[config.mk]
export PLATFORM = sky130hd
export DESIGN_NAME = point_patch_view_factor_top
export DESIGN_NICKNAME = d
export VERILOG_FILES = /design/src/rtl/ppvf_pkg.sv /design/src/rtl/point_patch_view_factor_top.sv /design/src/rtl/ppvf_mac.sv /design/src/rtl/ppvf_sqrt.sv /design/src/rtl/ppvf_div.sv
export SDC_FILE = /design/constraint.sdc
export NUM_CORES = 2
export LEC_CHECK = 0
export ABC_CLOCK_PERIOD_IN_PS = 11500
export BUFFER_PORTS_ARGS = -buffer_cell sky130_fd_sc_hd__buf_2
export CAP_MARGIN = 10
export CELL_PAD_IN_SITES_DETAIL_PLACEMENT = 1
export CELL_PAD_IN_SITES_GLOBAL_PLACEMENT = 2
export CORE_MARGIN = 2
export CORE_UTILIZATION = 46
export CTS_BUF_LIST = sky130_fd_sc_hd__clkbuf_4 sky130_fd_sc_hd__clkbuf_8
export DETAILED_ROUTE_END_ITERATION = 16
export PLACE_DENSITY = 0.94
export SLEW_MARGIN = 40
export SYNTH_ARGS = -nofsm -noshare
export SYNTH_HDL_FRONTEND = slang
export SYNTH_SLANG_ARGS = --single-unit
[constraint.sdc]
create_clock -name clk_i -period 11.5 [get_ports clk_i]
set_input_delay 2.3 -clock clk_i [delete_from_list [all_inputs] [get_ports clk_i]]
set_output_delay 2.3 -clock clk_i [all_outputs]
set_load 0.02 [all_outputs]
[src/rtl/ppvf_pkg.sv]
`timescale 1ns / 1ps
// shared constants, types and codes for the point to patch view factor block
// no dependencies
package ppvf_pkg;

  localparam int INDEX_BITS  = 20;
  localparam int ACC_W       = 104;  // signed accumulator of the serial multiplier
  localparam int MAG_W       = 66;   // dot products and squared distance
  localparam int RT_W        = 34;   // square root result
  localparam int DEN_W       = 99;   // divisor width
  localparam int Q_W         = 61;   // quotient width
  localparam int T_W         = 97;   // patch dot times inverse pi
  localparam int STEP_W      = 6;
  localparam int CFG_IDX_W   = 2;

  localparam logic [STEP_W-1:0] DIV1_STEPS = STEP_W'(30);
  localparam logic [STEP_W-1:0] DIV2_STEPS = STEP_W'(61);

  localparam logic [30:0]    INV_PI  = 31'd1367130551;
  localparam logic [28:0]    COS_ONE = 29'h1000_0000;
  localparam logic [Q_W-1:0] GV_ONE  = {1'b1, {(Q_W-1){1'b0}}};

  localparam logic [CFG_IDX_W-1:0] REG_RANGE_LIMIT = 2'd0;
  localparam logic [CFG_IDX_W-1:0] REG_RANGE_EN    = 2'd1;
  localparam logic [CFG_IDX_W-1:0] REG_MIN_AREA    = 2'd2;

  typedef enum logic [3:0] {
    ST_IDLE, ST_B_SQ, ST_B_RT, ST_P_R2, ST_P_RT, ST_P_DA, ST_P_DB,
    ST_P_M1, ST_P_D1, ST_P_M2, ST_P_M3, ST_P_D2, ST_P_M4, ST_FIN
  } state_e;

  typedef struct packed {
    logic start;
    logic clear;
    logic neg;
  } mac_ctl_t;

endpackage

[src/rtl/point_patch_view_factor_top.sv]
`timescale 1ns / 1ps
// point to patch view factor: sequencer, operand selection and result register
// depends on ppvf_pkg, ppvf_mac, ppvf_sqrt, ppvf_div
//
//  channel | handshake                  | payload
//  input   | in_valid_i / in_stall_o    | op, pos_x/y/z, vec_x/y/z, patch_area, occluded, patch_index
//  output  | out_valid_o / out_stall_i  | view_factor, contributes, index_out, view_sum
//  config  | cfg_valid_i / cfg_ready_o  | cfg_index_i, cfg_data_i
//
// one item at a time; every product goes through one shared shift-add multiplier,
// one multiplier bit per cycle, stopping at the operand's top set bit
// body item: three squares plus a square root
// patch item: stops after the facing test when rejected, goes on to the dividers when evaluated
// (six or thirteen products, 34-step square root, 30- and 61-step dividers)
// async active-low reset; the next item is taken while a result waits on out_stall_i
module point_patch_view_factor_top (
  input  logic                               clk_i,
  input  logic                               rst_ni,
  input  logic                               in_valid_i,
  output logic                               in_stall_o,
  input  logic                               op_i,
  input  logic [31:0]                        pos_x_i,
  input  logic [31:0]                        pos_y_i,
  input  logic [31:0]                        pos_z_i,
  input  logic [31:0]                        vec_x_i,
  input  logic [31:0]                        vec_y_i,
  input  logic [31:0]                        vec_z_i,
  input  logic [31:0]                        patch_area_i,
  input  logic                               occluded_i,
  input  logic [ppvf_pkg::INDEX_BITS-1:0]    patch_index_i,
  output logic                               out_valid_o,
  input  logic                               out_stall_i,
  output logic [31:0]                        view_factor_o,
  output logic                               contributes_o,
  output logic [ppvf_pkg::INDEX_BITS-1:0]    index_out_o,
  output logic [39:0]                        view_sum_o,
  input  logic                               cfg_valid_i,
  output logic                               cfg_ready_o,
  input  logic [ppvf_pkg::CFG_IDX_W-1:0]     cfg_index_i,
  input  logic [31:0]                        cfg_data_i
);

  ppvf_pkg::state_e state_q, state_d;
  logic [1:0]       k_q, k_d;
  logic             launched_q, launched_d;
  logic             accept;
  logic             out_load;

  // configuration
  logic [30:0] range_limit_q;
  logic        range_en_q;
  logic [31:0] min_area_q;

  // latched item
  logic                            op_q;
  logic [31:0]                     pos_q [3];
  logic [31:0]                     vec_q [3];
  logic [31:0]                     area_q;
  logic                            occl_q;
  logic [ppvf_pkg::INDEX_BITS-1:0] idx_q;

  // body state
  logic [31:0] bp_q [3];
  logic [31:0] bv_q [3];
  logic [31:0] bmag_q;
  logic        bvalid_q;
  logic [39:0] sum_q;

  // intermediates
  logic [ppvf_pkg::MAG_W-1:0] r2_q, da_q, db_q;
  logic [ppvf_pkg::RT_W-1:0]  rmag_q;
  logic [ppvf_pkg::DEN_W-1:0] den_q;
  logic [ppvf_pkg::T_W-1:0]   t_q;
  logic [28:0]                cosi_q;
  logic [ppvf_pkg::Q_W-1:0]   gv_q;
  logic [31:0]                f_q;

  // units
  ppvf_pkg::mac_ctl_t          mac_ctl;
  logic [ppvf_pkg::MAG_W-1:0]  mac_a, mac_b;
  logic                        mac_busy;
  logic [ppvf_pkg::ACC_W-1:0]  acc;
  logic                        sq_start, sq_busy;
  logic [ppvf_pkg::RT_W-1:0]   root;
  logic                        dv_start, dv_busy;
  logic [ppvf_pkg::DEN_W-1:0]  dv_rem;
  logic [ppvf_pkg::Q_W-1:0]    dv_low;
  logic [ppvf_pkg::STEP_W-1:0] dv_steps;
  logic [ppvf_pkg::Q_W-1:0]    q;

  // per-term operands
  logic [32:0] rdiff, r_mag;
  logic        r_neg;
  logic [31:0] vec_mag, bv_mag;
  logic        vec_neg, bv_neg;

  logic                       acc_neg;
  logic [ppvf_pkg::ACC_W-1:0] acc_abs;
  logic [ppvf_pkg::MAG_W-1:0] acc_mag;
  logic                       mac_done, sq_done, dv_done;
  logic                       ok_now, ovf1, ovf2;
  logic [40:0]                sum_wide;
  logic [39:0]                sum_new;

  assign accept      = in_valid_i && !in_stall_o;
  assign in_stall_o  = (state_q != ppvf_pkg::ST_IDLE);
  assign cfg_ready_o = 1'b1;

  assign rdiff   = {bp_q[k_q][31], bp_q[k_q]} - {pos_q[k_q][31], pos_q[k_q]};
  assign r_neg   = rdiff[32];
  assign r_mag   = r_neg ? 33'(~rdiff + 33'd1) : rdiff;
  assign vec_neg = vec_q[k_q][31];
  assign vec_mag = vec_neg ? 32'(~vec_q[k_q] + 32'd1) : vec_q[k_q];
  assign bv_neg  = bv_q[k_q][31];
  assign bv_mag  = bv_neg ? 32'(~bv_q[k_q] + 32'd1) : bv_q[k_q];

  assign acc_neg = acc[ppvf_pkg::ACC_W-1];
  assign acc_abs = acc_neg ? ppvf_pkg::ACC_W'(~acc + 1'b1) : acc;
  assign acc_mag = acc_abs[ppvf_pkg::MAG_W-1:0];

  assign mac_done = launched_q && !mac_busy;
  assign sq_done  = launched_q && !sq_busy;
  assign dv_done  = launched_q && !dv_busy;

  // facing test uses the sign of the body dot just finished
  assign ok_now = bvalid_q && (area_q >= min_area_q) && !occl_q && (r2_q != '0)
                  && (!range_en_q || (rmag_q < ppvf_pkg::RT_W'(range_limit_q)))
                  && acc_neg;

  assign ovf1 = (ppvf_pkg::DEN_W'(da_q[ppvf_pkg::MAG_W-1:2]) >= den_q);
  assign ovf2 = (ppvf_pkg::DEN_W'(t_q[ppvf_pkg::T_W-1:53]) >= den_q);

  assign sum_wide = {1'b0, sum_q} + 41'(f_q);
  assign sum_new  = sum_wide[40] ? '1 : sum_wide[39:0];

  always_comb begin
    mac_a = '0;
    mac_b = '0;
    case (state_q)
      ppvf_pkg::ST_B_SQ: begin
        mac_a = ppvf_pkg::MAG_W'(vec_mag);
        mac_b = ppvf_pkg::MAG_W'(vec_mag);
      end
      ppvf_pkg::ST_P_R2: begin
        mac_a = ppvf_pkg::MAG_W'(r_mag);
        mac_b = ppvf_pkg::MAG_W'(r_mag);
      end
      ppvf_pkg::ST_P_DA: begin
        mac_a = ppvf_pkg::MAG_W'(bv_mag);
        mac_b = ppvf_pkg::MAG_W'(r_mag);
      end
      ppvf_pkg::ST_P_DB: begin
        mac_a = ppvf_pkg::MAG_W'(vec_mag);
        mac_b = ppvf_pkg::MAG_W'(r_mag);
      end
      ppvf_pkg::ST_P_M1: begin
        mac_a = ppvf_pkg::MAG_W'(bmag_q);
        mac_b = ppvf_pkg::MAG_W'(rmag_q);
      end
      ppvf_pkg::ST_P_M2: begin
        mac_a = db_q;
        mac_b = ppvf_pkg::MAG_W'(ppvf_pkg::INV_PI);
      end
      ppvf_pkg::ST_P_M3: begin
        mac_a = r2_q;
        mac_b = ppvf_pkg::MAG_W'(rmag_q);
      end
      ppvf_pkg::ST_P_M4: begin
        mac_a = ppvf_pkg::MAG_W'(gv_q);
        mac_b = ppvf_pkg::MAG_W'(cosi_q);
      end
      default: begin
        mac_a = '0;
        mac_b = '0;
      end
    endcase
  end

  always_comb begin
    if (state_q == ppvf_pkg::ST_P_D1) begin
      dv_rem   = ppvf_pkg::DEN_W'(da_q[ppvf_pkg::MAG_W-1:2]);
      dv_low   = {da_q[1:0], {(ppvf_pkg::Q_W-2){1'b0}}};
      dv_steps = ppvf_pkg::DIV1_STEPS;
    end else begin
      dv_rem   = ppvf_pkg::DEN_W'(t_q[ppvf_pkg::T_W-1:53]);
      dv_low   = {t_q[52:0], 8'b0};
      dv_steps = ppvf_pkg::DIV2_STEPS;
    end
  end

  always_comb begin
    state_d    = state_q;
    k_d        = k_q;
    launched_d = launched_q;
    mac_ctl    = '0;
    sq_start   = 1'b0;
    dv_start   = 1'b0;
    out_load   = 1'b0;
    case (state_q)
      ppvf_pkg::ST_IDLE: begin
        if (accept) begin
          state_d    = op_i ? ppvf_pkg::ST_P_R2 : ppvf_pkg::ST_B_SQ;
          k_d        = 2'd0;
          launched_d = 1'b0;
        end
      end
      ppvf_pkg::ST_B_SQ, ppvf_pkg::ST_P_R2, ppvf_pkg::ST_P_DA, ppvf_pkg::ST_P_DB: begin
        if (!launched_q) begin
          mac_ctl.start = 1'b1;
          mac_ctl.clear = (k_q == 2'd0);
          mac_ctl.neg   = (state_q == ppvf_pkg::ST_P_DA) ? (bv_neg ^ r_neg) :
                          (state_q == ppvf_pkg::ST_P_DB) ? (vec_neg ^ r_neg) : 1'b0;
          launched_d    = 1'b1;
        end else if (mac_done) begin
          launched_d = 1'b0;
          if (k_q == 2'd2) begin
            k_d = 2'd0;
            case (state_q)
              ppvf_pkg::ST_B_SQ: state_d = ppvf_pkg::ST_B_RT;
              ppvf_pkg::ST_P_R2: state_d = ppvf_pkg::ST_P_RT;
              ppvf_pkg::ST_P_DA: state_d = ok_now ? ppvf_pkg::ST_P_DB : ppvf_pkg::ST_FIN;
              default:           state_d = ppvf_pkg::ST_P_M1;
            endcase
          end else begin
            k_d = k_q + 2'd1;
          end
        end
      end
      ppvf_pkg::ST_B_RT, ppvf_pkg::ST_P_RT: begin
        if (!launched_q) begin
          sq_start   = 1'b1;
          launched_d = 1'b1;
        end else if (sq_done) begin
          launched_d = 1'b0;
          state_d    = (state_q == ppvf_pkg::ST_B_RT) ? ppvf_pkg::ST_FIN : ppvf_pkg::ST_P_DA;
        end
      end
      ppvf_pkg::ST_P_M1, ppvf_pkg::ST_P_M2, ppvf_pkg::ST_P_M3, ppvf_pkg::ST_P_M4: begin
        if (!launched_q) begin
          mac_ctl.start = 1'b1;
          mac_ctl.clear = 1'b1;
          launched_d    = 1'b1;
        end else if (mac_done) begin
          launched_d = 1'b0;
          case (state_q)
            ppvf_pkg::ST_P_M1: state_d = ppvf_pkg::ST_P_D1;
            ppvf_pkg::ST_P_M2: state_d = ppvf_pkg::ST_P_M3;
            ppvf_pkg::ST_P_M3: state_d = ppvf_pkg::ST_P_D2;
            default:           state_d = ppvf_pkg::ST_FIN;
          endcase
        end
      end
      ppvf_pkg::ST_P_D1, ppvf_pkg::ST_P_D2: begin
        if (!launched_q) begin
          // quotient already past the clamp: skip the division
          if ((state_q == ppvf_pkg::ST_P_D1) ? ovf1 : ovf2) begin
            state_d = (state_q == ppvf_pkg::ST_P_D1) ? ppvf_pkg::ST_P_M2 : ppvf_pkg::ST_P_M4;
          end else begin
            dv_start   = 1'b1;
            launched_d = 1'b1;
          end
        end else if (dv_done) begin
          launched_d = 1'b0;
          state_d    = (state_q == ppvf_pkg::ST_P_D1) ? ppvf_pkg::ST_P_M2 : ppvf_pkg::ST_P_M4;
        end
      end
      ppvf_pkg::ST_FIN: begin
        if (!out_valid_o || !out_stall_i) begin
          out_load = 1'b1;
          state_d  = ppvf_pkg::ST_IDLE;
        end
      end
      default: begin
        state_d = ppvf_pkg::ST_IDLE;
      end
    endcase
  end

  always_ff @(posedge clk_i or negedge rst_ni) begin
    if (!rst_ni) begin
      state_q    <= ppvf_pkg::ST_IDLE;
      k_q        <= 2'd0;
      launched_q <= 1'b0;
    end else begin
      state_q    <= state_d;
      k_q        <= k_d;
      launched_q <= launched_d;
    end
  end

  always_ff @(posedge clk_i or negedge rst_ni) begin
    if (!rst_ni) begin
      range_limit_q <= 31'd409600;
      range_en_q    <= 1'b1;
      min_area_q    <= 32'd1;
    end else if (cfg_valid_i && cfg_ready_o) begin
      case (cfg_index_i)
        ppvf_pkg::REG_RANGE_LIMIT: range_limit_q <= cfg_data_i[30:0];
        ppvf_pkg::REG_RANGE_EN:    range_en_q    <= cfg_data_i[0];
        ppvf_pkg::REG_MIN_AREA:    min_area_q    <= cfg_data_i;
        default: ;
      endcase
    end
  end

  // body state and running sum
  always_ff @(posedge clk_i or negedge rst_ni) begin
    if (!rst_ni) begin
      for (int i = 0; i < 3; i++) begin
        bp_q[i] <= '0;
        bv_q[i] <= '0;
      end
      bmag_q   <= '0;
      bvalid_q <= 1'b0;
      sum_q    <= '0;
    end else begin
      if (accept && !op_i) begin
        bp_q[0] <= pos_x_i;
        bp_q[1] <= pos_y_i;
        bp_q[2] <= pos_z_i;
        bv_q[0] <= vec_x_i;
        bv_q[1] <= vec_y_i;
        bv_q[2] <= vec_z_i;
        sum_q   <= '0;
      end
      if ((state_q == ppvf_pkg::ST_B_RT) && sq_done) begin
        bmag_q   <= root[31:0];
        bvalid_q <= (root[31:0] != '0) && (root[31:0] >= min_area_q);
      end
      if (out_load) begin
        sum_q <= sum_new;
      end
    end
  end

  // item latch and intermediates
  always_ff @(posedge clk_i) begin
    if (accept) begin
      op_q     <= op_i;
      pos_q[0] <= pos_x_i;
      pos_q[1] <= pos_y_i;
      pos_q[2] <= pos_z_i;
      vec_q[0] <= vec_x_i;
      vec_q[1] <= vec_y_i;
      vec_q[2] <= vec_z_i;
      area_q   <= patch_area_i;
      occl_q   <= occluded_i;
      idx_q    <= patch_index_i;
      f_q      <= '0;
    end
    if ((state_q == ppvf_pkg::ST_P_R2) && mac_done && (k_q == 2'd2)) begin
      r2_q <= acc[ppvf_pkg::MAG_W-1:0];
    end
    if ((state_q == ppvf_pkg::ST_P_RT) && sq_done) begin
      rmag_q <= root;
    end
    if ((state_q == ppvf_pkg::ST_P_DA) && mac_done && (k_q == 2'd2)) begin
      da_q <= acc_mag;
    end
    if ((state_q == ppvf_pkg::ST_P_DB) && mac_done && (k_q == 2'd2)) begin
      db_q <= acc_mag;
    end
    if (((state_q == ppvf_pkg::ST_P_M1) || (state_q == ppvf_pkg::ST_P_M3)) && mac_done) begin
      den_q <= acc[ppvf_pkg::DEN_W-1:0];
    end
    if ((state_q == ppvf_pkg::ST_P_M2) && mac_done) begin
      t_q <= acc[ppvf_pkg::T_W-1:0];
    end
    if (state_q == ppvf_pkg::ST_P_D1) begin
      if (!launched_q && ovf1) begin
        cosi_q <= ppvf_pkg::COS_ONE;
      end else if (dv_done) begin
        cosi_q <= (q > ppvf_pkg::Q_W'(ppvf_pkg::COS_ONE)) ? ppvf_pkg::COS_ONE : q[28:0];
      end
    end
    if (state_q == ppvf_pkg::ST_P_D2) begin
      if (!launched_q && ovf2) begin
        gv_q <= ppvf_pkg::GV_ONE;
      end else if (dv_done) begin
        gv_q <= (q > ppvf_pkg::GV_ONE) ? ppvf_pkg::GV_ONE : q;
      end
    end
    if ((state_q == ppvf_pkg::ST_P_M4) && mac_done) begin
      f_q <= (acc[ppvf_pkg::ACC_W-1:60] != '0) ? 32'hFFFF_FFFF : acc[59:28];
    end
  end

  // result register
  always_ff @(posedge clk_i or negedge rst_ni) begin
    if (!rst_ni) begin
      out_valid_o <= 1'b0;
    end else if (out_load) begin
      out_valid_o <= 1'b1;
    end else if (!out_stall_i) begin
      out_valid_o <= 1'b0;
    end
  end

  always_ff @(posedge clk_i) begin
    if (out_load) begin
      view_factor_o <= f_q;
      contributes_o <= (f_q != '0);
      index_out_o   <= op_q ? idx_q : '0;
      view_sum_o    <= sum_new;
    end
  end

  ppvf_mac u_mac (
    .clk_i  (clk_i),
    .rst_ni (rst_ni),
    .ctl_i  (mac_ctl),
    .a_i    (mac_a),
    .b_i    (mac_b),
    .busy_o (mac_busy),
    .acc_o  (acc)
  );

  ppvf_sqrt u_sqrt (
    .clk_i   (clk_i),
    .rst_ni  (rst_ni),
    .start_i (sq_start),
    .n_i     (acc[ppvf_pkg::MAG_W-1:0]),
    .busy_o  (sq_busy),
    .root_o  (root)
  );

  ppvf_div u_div (
    .clk_i   (clk_i),
    .rst_ni  (rst_ni),
    .start_i (dv_start),
    .rem_i   (dv_rem),
    .low_i   (dv_low),
    .steps_i (dv_steps),
    .d_i     (den_q),
    .busy_o  (dv_busy),
    .q_o     (q)
  );

endmodule

[src/rtl/ppvf_mac.sv]
`timescale 1ns / 1ps
// bit-serial multiply accumulate: one multiplier bit per cycle
// depends on ppvf_pkg
module ppvf_mac (
  input  logic                           clk_i,
  input  logic                           rst_ni,
  input  ppvf_pkg::mac_ctl_t             ctl_i,
  input  logic [ppvf_pkg::MAG_W-1:0]     a_i,
  input  logic [ppvf_pkg::MAG_W-1:0]     b_i,
  output logic                           busy_o,
  output logic [ppvf_pkg::ACC_W-1:0]     acc_o
);

  logic                       busy_q;
  logic [ppvf_pkg::ACC_W-1:0] a_q;
  logic [ppvf_pkg::MAG_W-1:0] b_q;
  logic                       neg_q;
  logic [ppvf_pkg::ACC_W-1:0] acc_q;

  always_ff @(posedge clk_i or negedge rst_ni) begin
    if (!rst_ni) begin
      busy_q <= 1'b0;
    end else if (ctl_i.start) begin
      busy_q <= 1'b1;
    end else if (busy_q && (b_q == '0)) begin
      busy_q <= 1'b0;
    end
  end

  always_ff @(posedge clk_i) begin
    if (ctl_i.start) begin
      a_q   <= ppvf_pkg::ACC_W'(a_i);
      b_q   <= b_i;
      neg_q <= ctl_i.neg;
      if (ctl_i.clear) begin
        acc_q <= '0;
      end
    end else if (busy_q && (b_q != '0)) begin
      if (b_q[0]) begin
        acc_q <= neg_q ? acc_q - a_q : acc_q + a_q;
      end
      a_q <= a_q << 1;
      b_q <= b_q >> 1;
    end
  end

  assign busy_o = busy_q;
  assign acc_o  = acc_q;

endmodule

[src/rtl/ppvf_sqrt.sv]
`timescale 1ns / 1ps
// floor square root, one result bit per cycle
// depends on ppvf_pkg
module ppvf_sqrt (
  input  logic                          clk_i,
  input  logic                          rst_ni,
  input  logic                          start_i,
  input  logic [ppvf_pkg::MAG_W-1:0]    n_i,
  output logic                          busy_o,
  output logic [ppvf_pkg::RT_W-1:0]     root_o
);

  logic [ppvf_pkg::STEP_W-1:0] cnt_q;
  logic [2*ppvf_pkg::RT_W-1:0] n_q;
  logic [ppvf_pkg::RT_W+1:0]   rem_q;
  logic [ppvf_pkg::RT_W-1:0]   root_q;
  logic [ppvf_pkg::RT_W+3:0]   rem2;
  logic [ppvf_pkg::RT_W+3:0]   trial;

  assign rem2  = {rem_q, n_q[2*ppvf_pkg::RT_W-1 -: 2]};
  assign trial = (ppvf_pkg::RT_W+4)'({root_q, 2'b01});

  always_ff @(posedge clk_i or negedge rst_ni) begin
    if (!rst_ni) begin
      cnt_q <= '0;
    end else if (start_i) begin
      cnt_q <= ppvf_pkg::STEP_W'(ppvf_pkg::RT_W);
    end else if (cnt_q != '0) begin
      cnt_q <= cnt_q - 1'b1;
    end
  end

  always_ff @(posedge clk_i) begin
    if (start_i) begin
      n_q    <= (2*ppvf_pkg::RT_W)'(n_i);
      rem_q  <= '0;
      root_q <= '0;
    end else if (cnt_q != '0) begin
      n_q <= n_q << 2;
      if (rem2 >= trial) begin
        rem_q  <= (ppvf_pkg::RT_W+2)'(rem2 - trial);
        root_q <= {root_q[ppvf_pkg::RT_W-2:0], 1'b1};
      end else begin
        rem_q  <= rem2[ppvf_pkg::RT_W+1:0];
        root_q <= {root_q[ppvf_pkg::RT_W-2:0], 1'b0};
      end
    end
  end

  assign busy_o = (cnt_q != '0);
  assign root_o = root_q;

endmodule

[src/rtl/ppvf_div.sv]
`timescale 1ns / 1ps
// restoring divider, one quotient bit per cycle, partial remainder preloaded
// depends on ppvf_pkg
module ppvf_div (
  input  logic                          clk_i,
  input  logic                          rst_ni,
  input  logic                          start_i,
  input  logic [ppvf_pkg::DEN_W-1:0]    rem_i,
  input  logic [ppvf_pkg::Q_W-1:0]      low_i,
  input  logic [ppvf_pkg::STEP_W-1:0]   steps_i,
  input  logic [ppvf_pkg::DEN_W-1:0]    d_i,
  output logic                          busy_o,
  output logic [ppvf_pkg::Q_W-1:0]      q_o
);

  logic [ppvf_pkg::STEP_W-1:0] cnt_q;
  logic [ppvf_pkg::DEN_W-1:0]  rem_q;
  logic [ppvf_pkg::DEN_W-1:0]  d_q;
  logic [ppvf_pkg::Q_W-1:0]    low_q;
  logic [ppvf_pkg::Q_W-1:0]    q_q;
  logic [ppvf_pkg::DEN_W:0]    rem2;
  logic                        fits;

  assign rem2 = {rem_q, low_q[ppvf_pkg::Q_W-1]};
  assign fits = (rem2 >= {1'b0, d_q});

  always_ff @(posedge clk_i or negedge rst_ni) begin
    if (!rst_ni) begin
      cnt_q <= '0;
    end else if (start_i) begin
      cnt_q <= steps_i;
    end else if (cnt_q != '0) begin
      cnt_q <= cnt_q - 1'b1;
    end
  end

  always_ff @(posedge clk_i) begin
    if (start_i) begin
      rem_q <= rem_i;
      low_q <= low_i;
      d_q   <= d_i;
      q_q   <= '0;
    end else if (cnt_q != '0) begin
      low_q <= low_q << 1;
      q_q   <= {q_q[ppvf_pkg::Q_W-2:0], fits};
      if (fits) begin
        rem_q <= ppvf_pkg::DEN_W'(rem2 - {1'b0, d_q});
      end else begin
        rem_q <= rem2[ppvf_pkg::DEN_W-1:0];
      end
    end
  end

  assign busy_o = (cnt_q != '0);
  assign q_o    = q_q;

endmodule

Word-level counts from Yosys, hierarchy flattened
Memory sizes are Yosys's and may differ from the RTL's.
Index checks and enable logic that the tools add are counted.

cells by class
  $add $sub $neg = 13
  $lt $le $gt $ge = 10
  equal/unequal tests = 29
  multiplexer cells = 98
  bitwise gates (word level) = 8
  reductions and logical operators = 80

operator list
  cell                                           count
  2-to-1 mux 104 bit                             5
  2-to-1 mux 66 bit                              7
  one-hot mux 66 bit (7 select lines)            1
  2-to-1 mux 61 bit                              5
  2-to-1 mux 99 bit                              3
  2-to-1 mux 32 bit                              9
  one-hot mux 34 bit (5 select lines)            1
  nonzero test 66 bit                            2
  binary-select mux 32 bit (select 2 bit)        2
  2-to-1 mux 40 bit                              3
  adder 104 bit                                  1
  subtractor 104 bit                             1
  >= comparator 100 x 99 -> 1 bit                1
  >= comparator 44 x 99 -> 1 bit                 1
  >= comparator 64 x 99 -> 1 bit                 1
  subtractor 99 bit                              1
  adder 66 x 1 -> 66 bit, second input constant  1
  logical NOT 66 bit                             1
  NOT 66 bit                                     1
  adder 32 x 1 -> 32 bit, second input constant  2
  >= comparator 32 bit                           2
  2-to-1 mux 64 bit                              1
  NOT 32 bit                                     2
  nonzero test 32 bit                            2
  54 further kinds                               182

word-level totals
  bits in registers = 1780
  bits in writable memories = 192
  input port bits = 285
  output and inout port bits = 96
  word-level logic and storage cells = 289
  memories kept = 2

memories
  name   words  bits a word  read ports  clocked after memory_dff  wr ports  line                               RTL
  pos_q  3      32           1           0                         3         point_patch_view_factor_top.sv:56  logic [31:0] pos_q [3];
  vec_q  3      32           1           0                         3         point_patch_view_factor_top.sv:57  logic [31:0] vec_q [3];

Longest topological paths before layout
  word-level depth = 12
  mapped depth = 27

Hierarchy
Synthesis repeated with hierarchy kept, for this count alone.

second synthesis, totals
  cell total of the unflattened synthesis = 10401
  area, all modules = 107579.4 µm²

by module, submodules not included
  module                       times used  cells each  area each (µm²)  seq. area each (µm²)
  point_patch_view_factor_top  1           5237        59499.6          35134.9
  ppvf_div                     1           2136        19830.3          9148.8
  ppvf_mac                     1           2108        19824.0          7902.6
  ppvf_sqrt                    1           920         8425.6           3573.4

Least setup slack after synthesis
Ideal clock, no wire load.

  path kind = reg-to-reg
  from = register k_q[1]
  to = register db_q[0] (netlist name), enable pin
  setup time = 0.571 ns
  arrival time = 7.304 ns
  data required time = 10.929 ns
  setup slack = 3.624 ns
  cell stages (with the launch flop) = 12
  path buffers = 8
  cells stage by stage = dfrtp_1 -> buf_2 -> buf_2 -> buf_2 -> buf_2 -> buf_1 -> buf_1 -> clkbuf_1 -> buf_2 -> nor2b_1 -> nand2b_1 -> nor3_1

between the ends
  longest elaborated chain between the ends = 2

RTL lines
  item                    line                                RTL
  start, declared         point_patch_view_factor_top.sv:44   logic [1:0] k_q, k_d;
  start signal, assigned  point_patch_view_factor_top.sv:286  k_q <= k_d;
  equality test 2 bit     point_patch_view_factor_top.sv:360  if ((state_q == ppvf_pkg::ST_P_DB) && mac_done && (k_q == 2'd2)) begin
  logical AND 1 bit       point_patch_view_factor_top.sv:360
  end signal, assigned    point_patch_view_factor_top.sv:361  db_q <= acc_mag;
  end, declared           point_patch_view_factor_top.sv:70   logic [ppvf_pkg::MAG_W-1:0] r2_q, da_q, db_q;

No other way between the ends.
A chain may end at the register's enable or synchronous reset.

Worst setup path in the final report
  from = register u_mac.a_q[5] (netlist name)
  to = register u_mac.acc_q (netlist bit u_mac.acc_o[98]), data pin

between the ends
  longest elaborated chain between the ends = 5
  elaborated cells on any way between the ends = 6

RTL lines
  item                                                        line            RTL
  start, declared                                             ppvf_mac.sv:15  logic [ppvf_pkg::ACC_W-1:0] a_q;
  start signal, assigned                                      ppvf_mac.sv:32  a_q <= ppvf_pkg::ACC_W'(a_i);
  start signal, assigned                                      ppvf_mac.sv:42  a_q <= a_q << 1;
  adder 104 bit / subtractor 104 bit (equally long branches)  ppvf_mac.sv:40  acc_q <= neg_q ? acc_q - a_q : acc_q + a_q;
  2-to-1 mux 104 bit *                                        ppvf_mac.sv:40
  2-to-1 mux 104 bit *                                        ppvf_mac.sv:39  if (b_q[0]) begin
  2-to-1 mux 104 bit *                                        ppvf_mac.sv:38  end else if (busy_q && (b_q != '0)) begin
  2-to-1 mux 104 bit *                                        ppvf_mac.sv:31  if (ctl_i.start) begin
  end signal, assigned                                        ppvf_mac.sv:40
  end, declared                                               ppvf_mac.sv:18  logic [ppvf_pkg::ACC_W-1:0] acc_q;

Mark *: on every way between the ends. The rest lies on a longest branch, timed or not. The select of a mux whose other input is x is not followed.

==> results.toml <==
[flow_run]
cap_viol_max_count = 0

[die]
coreArea_um2 = 222100
io_pins = 381
die_y_um = 476.4
rows = 173
start_util_pct = 46.23
dieArea_um2 = 227000
fp.dieW_um = 476.4

[cells_and_area]
nFillCells = 24451
drive_gt1_share_pct = 12.20
seqCellArea_um2 = 54570
nNetsFinal = 11185
areaGrowthSynthToFinish_pct = 12.59
post-route-util_pct = 52.05
multiInputGateArea_um2 = 45050

[worst_setup_path]
reg2reg_to = "u_mac.acc_o[98]$_SDFFCE_PP0P_"
r2r_start = "u_mac.a_q[5]$_DFFE_PP_"
required_ps = 12290
reg2reg_depth = 20
end_kind = "flop"
worstPathArrival_ps = 8110
rrSetupSlack_ps = 4180
critPathMaxFanout = 9
critPathLaunchType = "flop"
crit_type = "flop to flop"

[min_path]
min_to = "u_div.d_q[73]$_DFFE_PP_"
worstHoldStart = "den_q[73]$_DFFE_PP_"
whs_path_depth = 0
worst_hold_path_type = "flop to flop"

[timing]
final-setup-viol-count = 0
rsz0062_at_grt = "no"
post-route-period-util_pct = 63.67
slew_headroom_pct = 33.80
period_needed_ps = 7322
finalMaxSlewViolations = 0
max_freq_mhz = 136.6
tightest_slew_ps = 992.9
skew_ps = 74.59
hold_viol = 0
tns_ps = 0

[synthesis]
synthMuxAreaShare_pct = 2.416
syn_nets = 10798
netlist_instances = 9998
ys_warn_count = 0
synth_adder_area_share_pct = 6.306
synth_top_family_by_area = "compound AO/OA/AOI/OAI gates"
synthSimpleGateAreaFrac_pct = 15.19
yosysSeqAreaShare_pct = 53.14
synth_xor_area_share_pct = 4.342
synthArstFlopShare_pct = 18.12
ys_ff_latch = 1932
synth_compound_area_share_pct = 15.27
netlist_area_um2 = 102700
synth_edf_count = 1411
synth_cell_types = 91
synth_area_per_cell_um2 = 10.27
synthFlopType = "edfxtp_1"

[clock_tree]
cts_tree = "yes"
clk_latency_ps = 1090
cts_resized = 0
cts_root_buffer = "clkbuf_8"
numCtsBuffers = 349
cts_max_level = 5
postCtsHoldBufs = 0
clock_path_buffers = 4
cts_setup_buffers = 0
clk_pin_slew_ps = 70
cts_sinks = 1932

[global_routing]
grt_max_degree = 178
antenna_found_initial = 31
grt_pass1_vias = 87213
gr-total-overflow = 0
grt_pass1_wl_um = 557100
grt_util_all_layers_pct = 32.07

[pwr]
power_density_nw_per_um2 = 335.7
power_mw = 38.80
vdd_drop_max_mv = 0.2474
leakagePower_nw = 46.06

[drt]
dr.pass1.iters = 9
drtIter0Drc = 7422
vias_per_cell = 6.161
wl_per_cell_um = 27.43
ant_nets = 0
route.detailed.drc = 0
wl_um = 374600
vias = 84141

[run_status]
status = "completed"

[placement]
port_buffers = 379
place_congestion = 0.9725
hpwl_um = 272100
## how the worst max path moves through the flow
stage | startpoint | endpoint | slack (ps)
floorplan | k_q[1]$_DFFE_PN0P_ | db_q[0]$_DFFE_PP_ | 3620
global placement | u_mac.a_q[5]$_DFFE_PP_ | u_mac.acc_o[98]$_SDFFCE_PP0P_ | 3990
detailed placement | u_mac.a_q[5]$_DFFE_PP_ | u_mac.acc_o[98]$_SDFFCE_PP0P_ | 3930
CTS | u_mac.a_q[5]$_DFFE_PP_ | u_mac.acc_o[98]$_SDFFCE_PP0P_ | 3890
global route | u_mac.a_q[5]$_DFFE_PP_ | u_mac.acc_o[98]$_SDFFCE_PP0P_ | 3780
finish | u_mac.a_q[5]$_DFFE_PP_ | u_mac.acc_o[98]$_SDFFCE_PP0P_ | 4180
## placed cells by master, fill, tap and decap left out, types with 343 or more instances in the layout
| cell type | count |
|---|---|
| edfxtp_1 | 1411 |
| buf_2 | 379 |
| ha_1 | 511 |
| o21ai_0 | 504 |
| nor2_1 | 729 |
| xnor2_1 | 371 |
| a21oi_1 | 752 |
| dfrtp_1 | 343 |
| clkbuf_8 | 400 |
| inv_1 | 417 |
| nand2_1 | 1630 |
## synth_stat cells (all sizes together) (25+ instances only)
master	count	area (µm²)
nor2b	63	394.1
nand4	158	988.5
or3	51	334.1
ha	511	6394
nand3	119	595.6
nor3	154	770.7
o31ai	52	395.4
o21ai	513	2567
nand2b	69	431.7
nand2	1632	6126
and2	138	863.3
o211ai	34	255.2
a21boi	28	210.2
or4	40	315.3
a21oi	756	3784
mux2i	187	1872
a211oi	52	390.4
a221o	32	320.3
a22o	104	910.9
mux2	54	608.1
dfrtp	345	8633
nor2	743	2789
xnor2	371	3249
o2111ai	25	219.0
a31oi	110	688.2
a22oi	131	983.4
buf	59	231.5
edfxtp	1411	42370
inv	422	1584
nor4	138	863.3
dfxtp	171	3423
o21a	68	510.5
or2	29	186.4
a221oi	53	464.2
clkbuf	427	1603
a21o	200	1501
xor2	138	1209
o21bai	71	533.0
and3	34	212.7
## cells by family after synthesis
logic type,Yosys count
simple gates,3450
compound gates,2441
flops,1932
buf+inv,909
fa+ha+maj,515
xor+xnor,509
mux,241
other cells,1
## state kept, by name (all words and copies together), names as in the netlist, 34 cells and up
signal / count
bp_q: 96
bv_q: 96
da_q: 66
db_q: 66
den_q: 99
gv_q: 61
pos_q: 96
r2_q: 66
rmag_q: 34
sum_q: 40
t_q: 97
u_div.d_q: 99
u_div.low_q: 53
u_div.q_o: 61
u_div.rem_q: 99
u_mac.a_q: 104
u_mac.acc_o: 104
u_mac.b_q: 34
u_sqrt.n_q: 68
u_sqrt.rem_q: 36
u_sqrt.root_o: 34
vec_q: 96
view_sum_o: 40
## per-stage QoR
step / hold slack [ps] / worst slack, ps / area, µm² / std cells
2_1_floorplan: 426.4 / 3624 / 102700 / 9998
3_3_place_gp: 434.2 / 3992 / 107700 / 12994
3_5_place_dp: 438.2 / 3930 / 108100 / 13005
4_1_cts: 443.2 / 3885 / 115400 / 13628
5_1_grt: 454.3 / 3777 / 115600 / 13646
6_report: 449.5 / 4178 / 115600 / 13656
## where the power goes
| part | leakage [nW] | switching (mW) | internal [mW] |
|---|---|---|---|
| clock | 3.88 | 3.06 | 3.92 |
| sequential | 19.3 | 1.67 | 10.2 |
| combinational | 22.9 | 13.0 | 6.98 |
## per-layer routing
| metal | up-vias | wire [µm] | global-route usage, % |
|---|---|---|---|
| met5 | - | 137 | 0 |
| met4 | 22 | 21080 | 16.30 |
| met3 | 980 | 24920 | 4.928 |
| met2 | 3399 | 179400 | 53.14 |
| met1 | 42484 | 149100 | 40.74 |
| li1 | 37256 | - | - |
## critical path: stages, from the launching register on
cell and delay, ps:
edfxtp_1 450, or4_1 630, nor2_1 150, nor4bb_1 630, and2_0 380, and3b_1 580, and3_1 440, a21oi_1 130
xnor2_1 170, ha_1 380, a21oi_1 280, a21oi_1 110, a211oi_1 340, a31oi_1 190, or4b_2 720, o2111a_1 330
o21ai_0 470, nand3_1 200, nor3b_1 190, nor3_1 170, nor3_1 70
## layout make-up
| cell class | instances | area share [%] |
|---|---|---|
| Antenna cell | 24 | 0.05196 |
| Clock buffer | 499 | 5.406 |
| Inverter | 423 | 1.395 |
| Sequential cell | 1932 | 47.21 |
| Tap cell | 2975 | 3.220 |
| Timing Repair Buffer | 522 | 2.823 |
| Clock inverter | 124 | 0.9244 |
| Multi-Input combinational cell | 7157 | 38.97 |
No activity file was read; power rests on OpenSTA's default activity.
